`config.mk`:
```
export PLATFORM = sky130hd
export DESIGN_NAME = mapping_journal_append_replay
export DESIGN_NICKNAME = d
export VERILOG_FILES = /design/src/hdl/mjar_pkg.sv /design/src/hdl/mjar_front.sv /design/src/hdl/mjar_back.sv /design/src/hdl/mapping_journal_append_replay.sv
export SDC_FILE = /design/constraint.sdc
export NUM_CORES = 2
export LEC_CHECK = 0
export BUFFER_PORTS_ARGS = -buffer_cell sky130_fd_sc_hd__buf_2
export CORE_ASPECT_RATIO = 2
export CORE_MARGIN = 10
export CORE_UTILIZATION = 33
export DETAILED_ROUTE_END_ITERATION = 8
export SLEW_MARGIN = 20
export SYNTH_ARGS = -nofsm -noshare
export SYNTH_HDL_FRONTEND = slang
export SYNTH_SLANG_ARGS = --single-unit
```
`constraint.sdc`:
```
create_clock -name clock -period 8.6 [get_ports clock]
set_input_delay 0.43 -clock clock [delete_from_list [all_inputs] [get_ports clock]]
set_output_delay 0.43 -clock clock [all_outputs]
set_load 0.03 [all_outputs]
```
`src/hdl/mjar_pkg.sv`:
```
`timescale 1ns / 1ps

package mjar_pkg;

   // Journal geometry
   localparam int JOURNAL_ENTRIES = 16;
   localparam int MAP_ENTRIES     = 8;
   localparam int SLOT_W          = $clog2(JOURNAL_ENTRIES);

   // Field widths
   localparam int LOGICAL_W  = 16;
   localparam int PHYSICAL_W = 32;
   localparam int SEQ_W      = 32;

   // Logical pages below this limit land in the mapping table
   localparam logic [LOGICAL_W:0] MAP_LIMIT = (LOGICAL_W + 1)'(MAP_ENTRIES);

   // Command queue between front and back (depth is a power of two)
   localparam int QUEUE_DEPTH = 2;
   localparam int Q_PTR_W     = $clog2(QUEUE_DEPTH);
   localparam int Q_CNT_W     = $clog2(QUEUE_DEPTH + 1);

   typedef enum logic [0:0] {
      CMD_APPEND = 1'b0,
      CMD_REPLAY = 1'b1
   } cmd_type;

   typedef enum logic [1:0] {
      KIND_APPEND = 2'd0,
      KIND_ENTRY  = 2'd1,
      KIND_EMPTY  = 2'd2
   } kind_type;

   typedef enum logic [1:0] {
      ST_IDLE,
      ST_SCAN,
      ST_DRAIN,
      ST_EMIT
   } back_state_type;

   // One queued command
   typedef struct packed {
      cmd_type                 cmd;
      logic [LOGICAL_W-1:0]    logical;
      logic [PHYSICAL_W-1:0]   physical;
   } item_type;

   // Head of the command queue as seen by the back end
   typedef struct packed {
      logic     valid;
      item_type item;
   } q_head_type;

   // One stored journal entry
   typedef struct packed {
      logic [SEQ_W-1:0]      seq;
      logic [LOGICAL_W-1:0]  logical;
      logic [PHYSICAL_W-1:0] physical;
   } entry_type;

   // One result item
   typedef struct packed {
      logic                  valid;
      kind_type              kind;
      logic                  full;
      logic [SEQ_W-1:0]      seq;
      logic [LOGICAL_W-1:0]  logical;
      logic [PHYSICAL_W-1:0] physical;
      logic                  in_range;
      logic                  last;
   } rsp_type;

endpackage

```
`src/hdl/mjar_front.sv`:
```
`timescale 1ns / 1ps

module mjar_front import mjar_pkg::*; (
   input  logic                  clock,
   input  logic                  reset,
   input  logic                  start,
   output logic                  busy,
   input  logic                  req_cmd,
   input  logic [LOGICAL_W-1:0]  req_logical_page,
   input  logic [PHYSICAL_W-1:0] req_physical_page,
   output q_head_type            head,
   input  logic                  pop
);

   item_type            queue_ff [QUEUE_DEPTH];
   logic [Q_PTR_W-1:0]  wr_ptr_ff, wr_ptr_in;
   logic [Q_PTR_W-1:0]  rd_ptr_ff, rd_ptr_in;
   logic [Q_CNT_W-1:0]  count_ff, count_in;
   logic                push;
   item_type            new_item;

   // Accept and classify the command
   assign busy = (count_ff == Q_CNT_W'(QUEUE_DEPTH));
   assign push = start && !busy;

   always_comb begin
      new_item.cmd      = req_cmd ? CMD_REPLAY : CMD_APPEND;
      new_item.logical  = req_logical_page;
      new_item.physical = req_physical_page;
   end

   // Queue pointers and fill count
   always_comb begin
      wr_ptr_in = push ? wr_ptr_ff + Q_PTR_W'(1) : wr_ptr_ff;
      rd_ptr_in = pop  ? rd_ptr_ff + Q_PTR_W'(1) : rd_ptr_ff;
      count_in  = count_ff;
      if (push && !pop) begin
         count_in = count_ff + Q_CNT_W'(1);
      end else if (pop && !push) begin
         count_in = count_ff - Q_CNT_W'(1);
      end
   end

   always_ff @(posedge clock) begin
      if (reset) begin
         wr_ptr_ff <= '0;
         rd_ptr_ff <= '0;
         count_ff  <= '0;
      end else begin
         wr_ptr_ff <= wr_ptr_in;
         rd_ptr_ff <= rd_ptr_in;
         count_ff  <= count_in;
      end
   end

   // Queue storage, no reset needed
   always_ff @(posedge clock) begin
      if (push) begin
         queue_ff[wr_ptr_ff] <= new_item;
      end
   end

   assign head.valid = (count_ff != '0);
   assign head.item  = queue_ff[rd_ptr_ff];

endmodule

```
`src/hdl/mjar_back.sv`:
```
`timescale 1ns / 1ps

module mjar_back import mjar_pkg::*; (
   input  logic       clock,
   input  logic       reset,
   input  q_head_type head,
   output logic       pop,
   output rsp_type    rsp
);

   back_state_type              state_ff, state_in;
   logic [JOURNAL_ENTRIES-1:0]  valid_ff, valid_in;
   logic [SEQ_W-1:0]            seq_ctr_ff, seq_ctr_in;
   logic [SLOT_W-1:0]           scan_idx_ff;
   logic                        rd_valid_ff;
   logic [SLOT_W-1:0]           rd_idx_ff;
   entry_type                   rd_data_ff;
   logic                        best_found_ff;
   logic [SLOT_W-1:0]           best_idx_ff;
   entry_type                   best_entry_ff;
   rsp_type                     rsp_ff, rsp_in;

   entry_type                   entry_mem [JOURNAL_ENTRIES];

   logic                        free_found;
   logic [SLOT_W-1:0]           free_idx;
   logic                        cmp_hit;
   logic [JOURNAL_ENTRIES-1:0]  remaining;
   logic                        mem_we;
   logic                        mem_re;
   logic                        is_append;
   entry_type                   wr_entry;

   // Lowest free slot
   always_comb begin
      free_found = 1'b0;
      free_idx   = '0;
      for (int i = JOURNAL_ENTRIES - 1; i >= 0; i--) begin
         if (!valid_ff[i]) begin
            free_found = 1'b1;
            free_idx   = SLOT_W'(i);
         end
      end
   end

   // Running minimum; strict compare keeps the lower slot on equal sequence
   assign cmp_hit = rd_valid_ff && valid_ff[rd_idx_ff] &&
                    (!best_found_ff || (rd_data_ff.seq < best_entry_ff.seq));

   assign remaining = valid_ff & ~(JOURNAL_ENTRIES'(1) << best_idx_ff);
   assign is_append = (head.item.cmd == CMD_APPEND);

   // Next state
   always_comb begin
      state_in = state_ff;
      case (state_ff)
         ST_IDLE: begin
            if (head.valid && !is_append && (valid_ff != '0)) begin
               state_in = ST_SCAN;
            end
         end
         ST_SCAN: begin
            if (scan_idx_ff == SLOT_W'(JOURNAL_ENTRIES - 1)) begin
               state_in = ST_DRAIN;
            end
         end
         ST_DRAIN: begin
            state_in = ST_EMIT;
         end
         ST_EMIT: begin
            state_in = (remaining != '0) ? ST_SCAN : ST_IDLE;
         end
         default: begin
            state_in = ST_IDLE;
         end
      endcase
   end

   // Outputs of the sequencer
   always_comb begin
      pop        = 1'b0;
      mem_we     = 1'b0;
      mem_re     = 1'b0;
      valid_in   = valid_ff;
      seq_ctr_in = seq_ctr_ff;
      rsp_in     = '0;
      case (state_ff)
         ST_IDLE: begin
            pop = head.valid;
            if (head.valid) begin
               rsp_in.valid = 1'b1;
               rsp_in.last  = 1'b1;
               if (is_append) begin
                  rsp_in.kind = KIND_APPEND;
                  rsp_in.full = !free_found;
                  if (free_found) begin
                     mem_we             = 1'b1;
                     valid_in[free_idx] = 1'b1;
                     rsp_in.seq         = seq_ctr_ff;
                     seq_ctr_in         = seq_ctr_ff + SEQ_W'(1);
                  end
               end else if (valid_ff == '0) begin
                  rsp_in.kind = KIND_EMPTY;
               end else begin
                  // Replay proceeds through the scan, no result yet
                  rsp_in = '0;
               end
            end
         end
         ST_SCAN: begin
            mem_re = 1'b1;
         end
         ST_DRAIN: begin
         end
         ST_EMIT: begin
            valid_in        = remaining;
            rsp_in.valid    = 1'b1;
            rsp_in.kind     = KIND_ENTRY;
            rsp_in.seq      = best_entry_ff.seq;
            rsp_in.logical  = best_entry_ff.logical;
            rsp_in.physical = best_entry_ff.physical;
            rsp_in.in_range = ({1'b0, best_entry_ff.logical} < MAP_LIMIT);
            rsp_in.last     = (remaining == '0);
         end
         default: begin
         end
      endcase
   end

   // Control registers and the result register
   always_ff @(posedge clock) begin
      if (reset) begin
         state_ff      <= ST_IDLE;
         valid_ff      <= '0;
         seq_ctr_ff    <= '0;
         scan_idx_ff   <= '0;
         rd_valid_ff   <= 1'b0;
         best_found_ff <= 1'b0;
         rsp_ff.valid  <= 1'b0;
      end else begin
         state_ff     <= state_in;
         valid_ff     <= valid_in;
         seq_ctr_ff   <= seq_ctr_in;
         scan_idx_ff  <= (state_ff == ST_SCAN) ? scan_idx_ff + SLOT_W'(1) : '0;
         rd_valid_ff  <= mem_re;
         rsp_ff       <= rsp_in;
         if ((state_ff == ST_IDLE) || (state_ff == ST_EMIT)) begin
            best_found_ff <= 1'b0;
         end else if (cmp_hit) begin
            best_found_ff <= 1'b1;
         end
      end
   end

   // Payload registers
   always_ff @(posedge clock) begin
      rd_idx_ff <= scan_idx_ff;
      if (cmp_hit) begin
         best_idx_ff   <= rd_idx_ff;
         best_entry_ff <= rd_data_ff;
      end
   end

   // Entry memory: one write port, one registered read port
   always_comb begin
      wr_entry.seq      = seq_ctr_ff;
      wr_entry.logical  = head.item.logical;
      wr_entry.physical = head.item.physical;
   end

   always_ff @(posedge clock) begin
      if (mem_we) begin
         entry_mem[free_idx] <= wr_entry;
      end
      if (mem_re) begin
         rd_data_ff <= entry_mem[scan_idx_ff];
      end
   end

   assign rsp = rsp_ff;

endmodule

```
`src/hdl/mapping_journal_append_replay.sv`:
```
`timescale 1ns / 1ps

// Mapping journal with append and drain-replay.
// Command channel: an item (req_cmd, req_logical_page, req_physical_page) is
// taken at a clock edge with start high and busy low. busy rises only when the
// two-entry command queue is full.
// Result channel: rsp_valid marks each result for one cycle; there is no
// backpressure, the receiver must take every result as it appears.
// Append: one result per item; with the back end idle, appends sustain one per
// cycle (the queue pop and the journal update happen in the same cycle).
// Replay: the back end scans all JOURNAL_ENTRIES slots through the entry
// memory's single read port to find the oldest entry, once for each replayed
// entry; rsp_last marks the final one. An empty journal gives one result.
// Commands behind a replay wait in the queue until the replay finishes.
// Reset (synchronous, active high) empties the queue and the journal and
// clears the sequence counter; no clearing pass is needed.

module mapping_journal_append_replay import mjar_pkg::*; (
   input  logic                  clock,
   input  logic                  reset,
   input  logic                  start,
   output logic                  busy,
   input  logic                  req_cmd,
   input  logic [LOGICAL_W-1:0]  req_logical_page,
   input  logic [PHYSICAL_W-1:0] req_physical_page,
   output logic                  rsp_valid,
   output logic [1:0]            rsp_kind,
   output logic                  rsp_journal_full,
   output logic [SEQ_W-1:0]      rsp_entry_seq,
   output logic [LOGICAL_W-1:0]  rsp_entry_logical,
   output logic [PHYSICAL_W-1:0] rsp_entry_physical,
   output logic                  rsp_in_map_range,
   output logic                  rsp_last
);

   q_head_type head;
   logic       pop;
   rsp_type    rsp;

   mjar_front u_front (
      .clock             (clock),
      .reset             (reset),
      .start             (start),
      .busy              (busy),
      .req_cmd           (req_cmd),
      .req_logical_page  (req_logical_page),
      .req_physical_page (req_physical_page),
      .head              (head),
      .pop               (pop)
   );

   mjar_back u_back (
      .clock (clock),
      .reset (reset),
      .head  (head),
      .pop   (pop),
      .rsp   (rsp)
   );

   assign rsp_valid          = rsp.valid;
   assign rsp_kind           = rsp.kind;
   assign rsp_journal_full   = rsp.full;
   assign rsp_entry_seq      = rsp.seq;
   assign rsp_entry_logical  = rsp.logical;
   assign rsp_entry_physical = rsp.physical;
   assign rsp_in_map_range   = rsp.in_range;
   assign rsp_last           = rsp.last;

   // A replayed entry that is not the last is followed by a scan, not a result
   a_gap_after_entry: assert property (@(posedge clock) disable iff (reset)
      (rsp_valid && !rsp_last) |=> !rsp_valid)
      else $error("result right after a non-final replayed entry");

   // Only replayed entries can leave more results pending
   a_single_result: assert property (@(posedge clock) disable iff (reset)
      (rsp_valid && ((rsp_kind == KIND_APPEND) || (rsp_kind == KIND_EMPTY))) |-> rsp_last)
      else $error("append or empty result without last");

   // A dropped append carries no sequence number
   a_full_no_seq: assert property (@(posedge clock) disable iff (reset)
      (rsp_valid && rsp_journal_full) |-> ((rsp_kind == KIND_APPEND) && (rsp_entry_seq == '0)))
      else $error("full flag on a result that is not a dropped append");

   // The back end only pops a command that is waiting in the queue
   a_pop_only_idle: assert property (@(posedge clock) disable iff (reset)
      pop |-> head.valid)
      else $error("pop from an empty command queue");

endmodule
```
==> flow_metrics.tcl <==
set metrics [dict create \
    pre_cts_ws_ns 4.54 \
    async_reset_ff_frac 0 \
    antenna_found_initial 10 \
    hold_slack_ns 0.129 \
    layout-drive-gt1-share 0.284 \
    hold_viol 0 \
    grt_pass1_wl_um 222000 \
    drv_slew 0 \
    drt-initial-drc-count 2421 \
    clk_pin_slew_ns 0.07 \
    finalCritPeriodShare 0.464 \
    ys_seq_elements 1693 \
    cts_resized 0 \
    cp_data_required_time_ns 9.00 \
    stdcell_count 5686 \
    cts_sinks 1693 \
    syn_area_sq_mm 0.0637 \
    via_per_inst 5.10 \
    maxCapViolations 0 \
    synth_cell_types 61 \
    crit_type "reg -> reg" \
    synth_top_cells_by_count "1627 x edfxtp_1, 405 x mux4_2, 79 x clkbuf_1" \
    worst_slew_pin_slew_ns 1.09 \
    ys_seq_area_frac 0.788 \
    start_util 0.331 \
    dp_cells 5373 \
    tns_ns 0 \
    clkPwrFrac 0.357 \
    globalRouteTotalUtil 0.142 \
    crit_arrival_ns 4.39 \
    portBuffers 138 \
    synth_ff_type "edfxtp_1" \
    clock_skew_ns 0.0544 \
    gr-total-overflow 0 \
    first_pass_iters 7 \
    synth.most_common_cell "edfxtp_1" \
    power_density_mw_per_mm2 252 \
    clock_path_buffers 4 \
    cp_max_fo 43 \
    coreArea_sq_mm 0.193 \
    yosys_warnings 0 \
    cts_root_buf "clkbuf_16" \
    grt_pass1_vias 31147 \
    start_kind "register" \
    ir_worst_vdd_mv 0.150 \
    vias 29014 \
    dp_hpwl_um 85500 \
    p_comb_frac 0.100 \
    syn_nets 2866 \
    cts_tree "done" \
    max_freq_mhz 250 \
    yosysTopAreaCellShare 0.767 \
    leakage_nw 22.4 \
    nets 3136 \
    syn_inst 2776 \
    crit_path_end_kind "register" \
    status "finished clean" \
    p_sw_frac 0.233 \
    synth-edff-count 1627 \
    cts.htree.levels 4 \
    p_switching_mw 4.28 \
    setup_slack_ns 4.61 \
    antenna_left 0 \
    synth_top_area_cell "edfxtp_1" \
    die_y_um 641 \
    seqPwrFrac 0.544 \
    hp-class "in -> reg" \
    dieArea_sq_mm 0.212 \
    place.gp.congestion 0.803 \
    grt_setup_unrepaired "false" \
    avgRoutedWirePerCell_um 26.7 \
    die_w_um 331 \
    intPower_mw 14.1 \
    maxSlewHeadroom 0.276 \
    worstSkewPairLatency_ns 0.81 \
    rows 228 \
    setup_violations 0 \
    grt_max_degree 119 \
    drc 0 \
    synth.area.top_cells "edfxtp_1 77%, mux4_2 14%, dfxtp_1 2.1%" \
    ios 139 \
    syn_avg_cell_area_sq_um 22.9 \
    numCtsBuffers 151 \
    wl_um 152000 \
    fin_crit_ns 3.99 \
    areaGrowthSynthToFinish_pct 14.3 \
]
==> registers in the layout (all words and copies together), names as in the netlist, named ones only <==
name / cells
u_back.best_entry_ff: 80
u_back.best_found_ff: 1
u_back.best_idx_ff: 4
u_back.entry_mem: 1280
u_back.rd_data_ff: 80
u_back.rd_idx_ff: 4
u_back.rd_valid_ff: 1
u_back.rsp: 86
u_back.scan_idx_ff: 4
u_back.seq_ctr_ff: 32
u_back.state_ff: 2
u_back.valid_ff: 16
u_front.count_ff: 2
u_front.queue_ff: 98
u_front.rd_ptr_ff: 1
u_front.wr_ptr_ff: 1
==> metal layers <==
layer / part of all wire / global-route usage / up-vias
met2: 0.53 / 0.256 / 834
met5: 0.00016 / 0 / -
met1: 0.39 / 0.173 / 15724
met4: 0.033 / 0.0502 / 4
li1: - / - / 12190
met3: 0.044 / 0.0179 / 262
==> layout make-up <==
cell class                 instances  area (sq um)
inverter                          43           166
sequential                      1693         50200
clock inverter                    68           591
timing repair buffer             242          1660
multi-input combinational        915         13000
antenna                            6          15.0
clock buffer                     189          4030
tap                             2530          3170
fill                           17211        120000
==> path summary, 6_finish.rpt <==
| path | end | cells after the start | slack [ns] | from |
|---|---|---|---|---|
| worst min register to register | u_back.best_entry_ff[15] | 0 | 0.41 | u_back.rd_data_ff[15] |
| worst max-delay path | u_back.entry_mem[2][77] | 8 | 4.61 | u_back.valid_ff[15] |
| worst min-delay path | u_front.wr_ptr_ff | 4 | 0.13 | start |
| worst max register to register | u_back.entry_mem[2][77] | 8 | 4.61 | u_back.valid_ff[15] |
==> cells in the final DEF, fill, tap and decap left out, types with 29 or more instances in the layout <==
cell type and count:
nor2_1 56, edfxtp_1 1627, mux2_2 49, dlygate4sd3_1 49
and2_1 51, inv_1 42, mux4_2 405, clkbuf_16 154
clkbuf_1 31, buf_2 138, a22o_1 32, dfxtp_1 61
xor2_1 30, o21ai_0 29, ha_1 36, buf_4 50
==> power groups by stage <==
stage,combinational [mW],sequential (mW),clock [mW]
final,1.83,9.98,6.55
after global routing,2.00,10.0,6.99
after CTS,1.89,9.98,6.73
after detailed placement,1.87,10.2,0
after global placement,1.83,10.1,0
after floorplan,1.17,10.1,0
==> cells by family (layout without fill, tap and decap cells) <==
group,Yosys count,in the layout,share of synthesized area
compound gates,135,135,0.0158
xor+xnor,37,37,0.00509
fa+ha+maj,38,38,0.00746
buf+inv,168,542,0.0106
flops,1693,1693,0.788
mux,455,455,0.152
other cells,0,6,0
simple gates,250,250,0.0214
==> per-stage QoR <==
stage | cell area (sq um) | power [mW] | utilization
floorplan | 63700 | 11.3 | -
global placement | 67700 | 12.0 | 0.351
global route | 72800 | 19.0 | 0.378
detailed placement | 67700 | 12.0 | 0.352
CTS | 72800 | 18.6 | 0.378
finish | 72800 | 18.4 | 0.378
==> critical path: stages, from the launching register on <==
cell and delay (ns):
dfxtp_1 0.48, nor2b_1 0.08, o21ai_0 0.15, a21boi_0 0.10
o211ai_1 0.33, nand3_1 0.58, nor3_2 0.28, buf_4 0.66
buf_4 0.82
==> timing repair <==
item,in CTS,in global routing
setup buffers,0,0
hold buffers,49,0
hold endpoints to repair,98,0
Power figures use the tool's default switching activity.
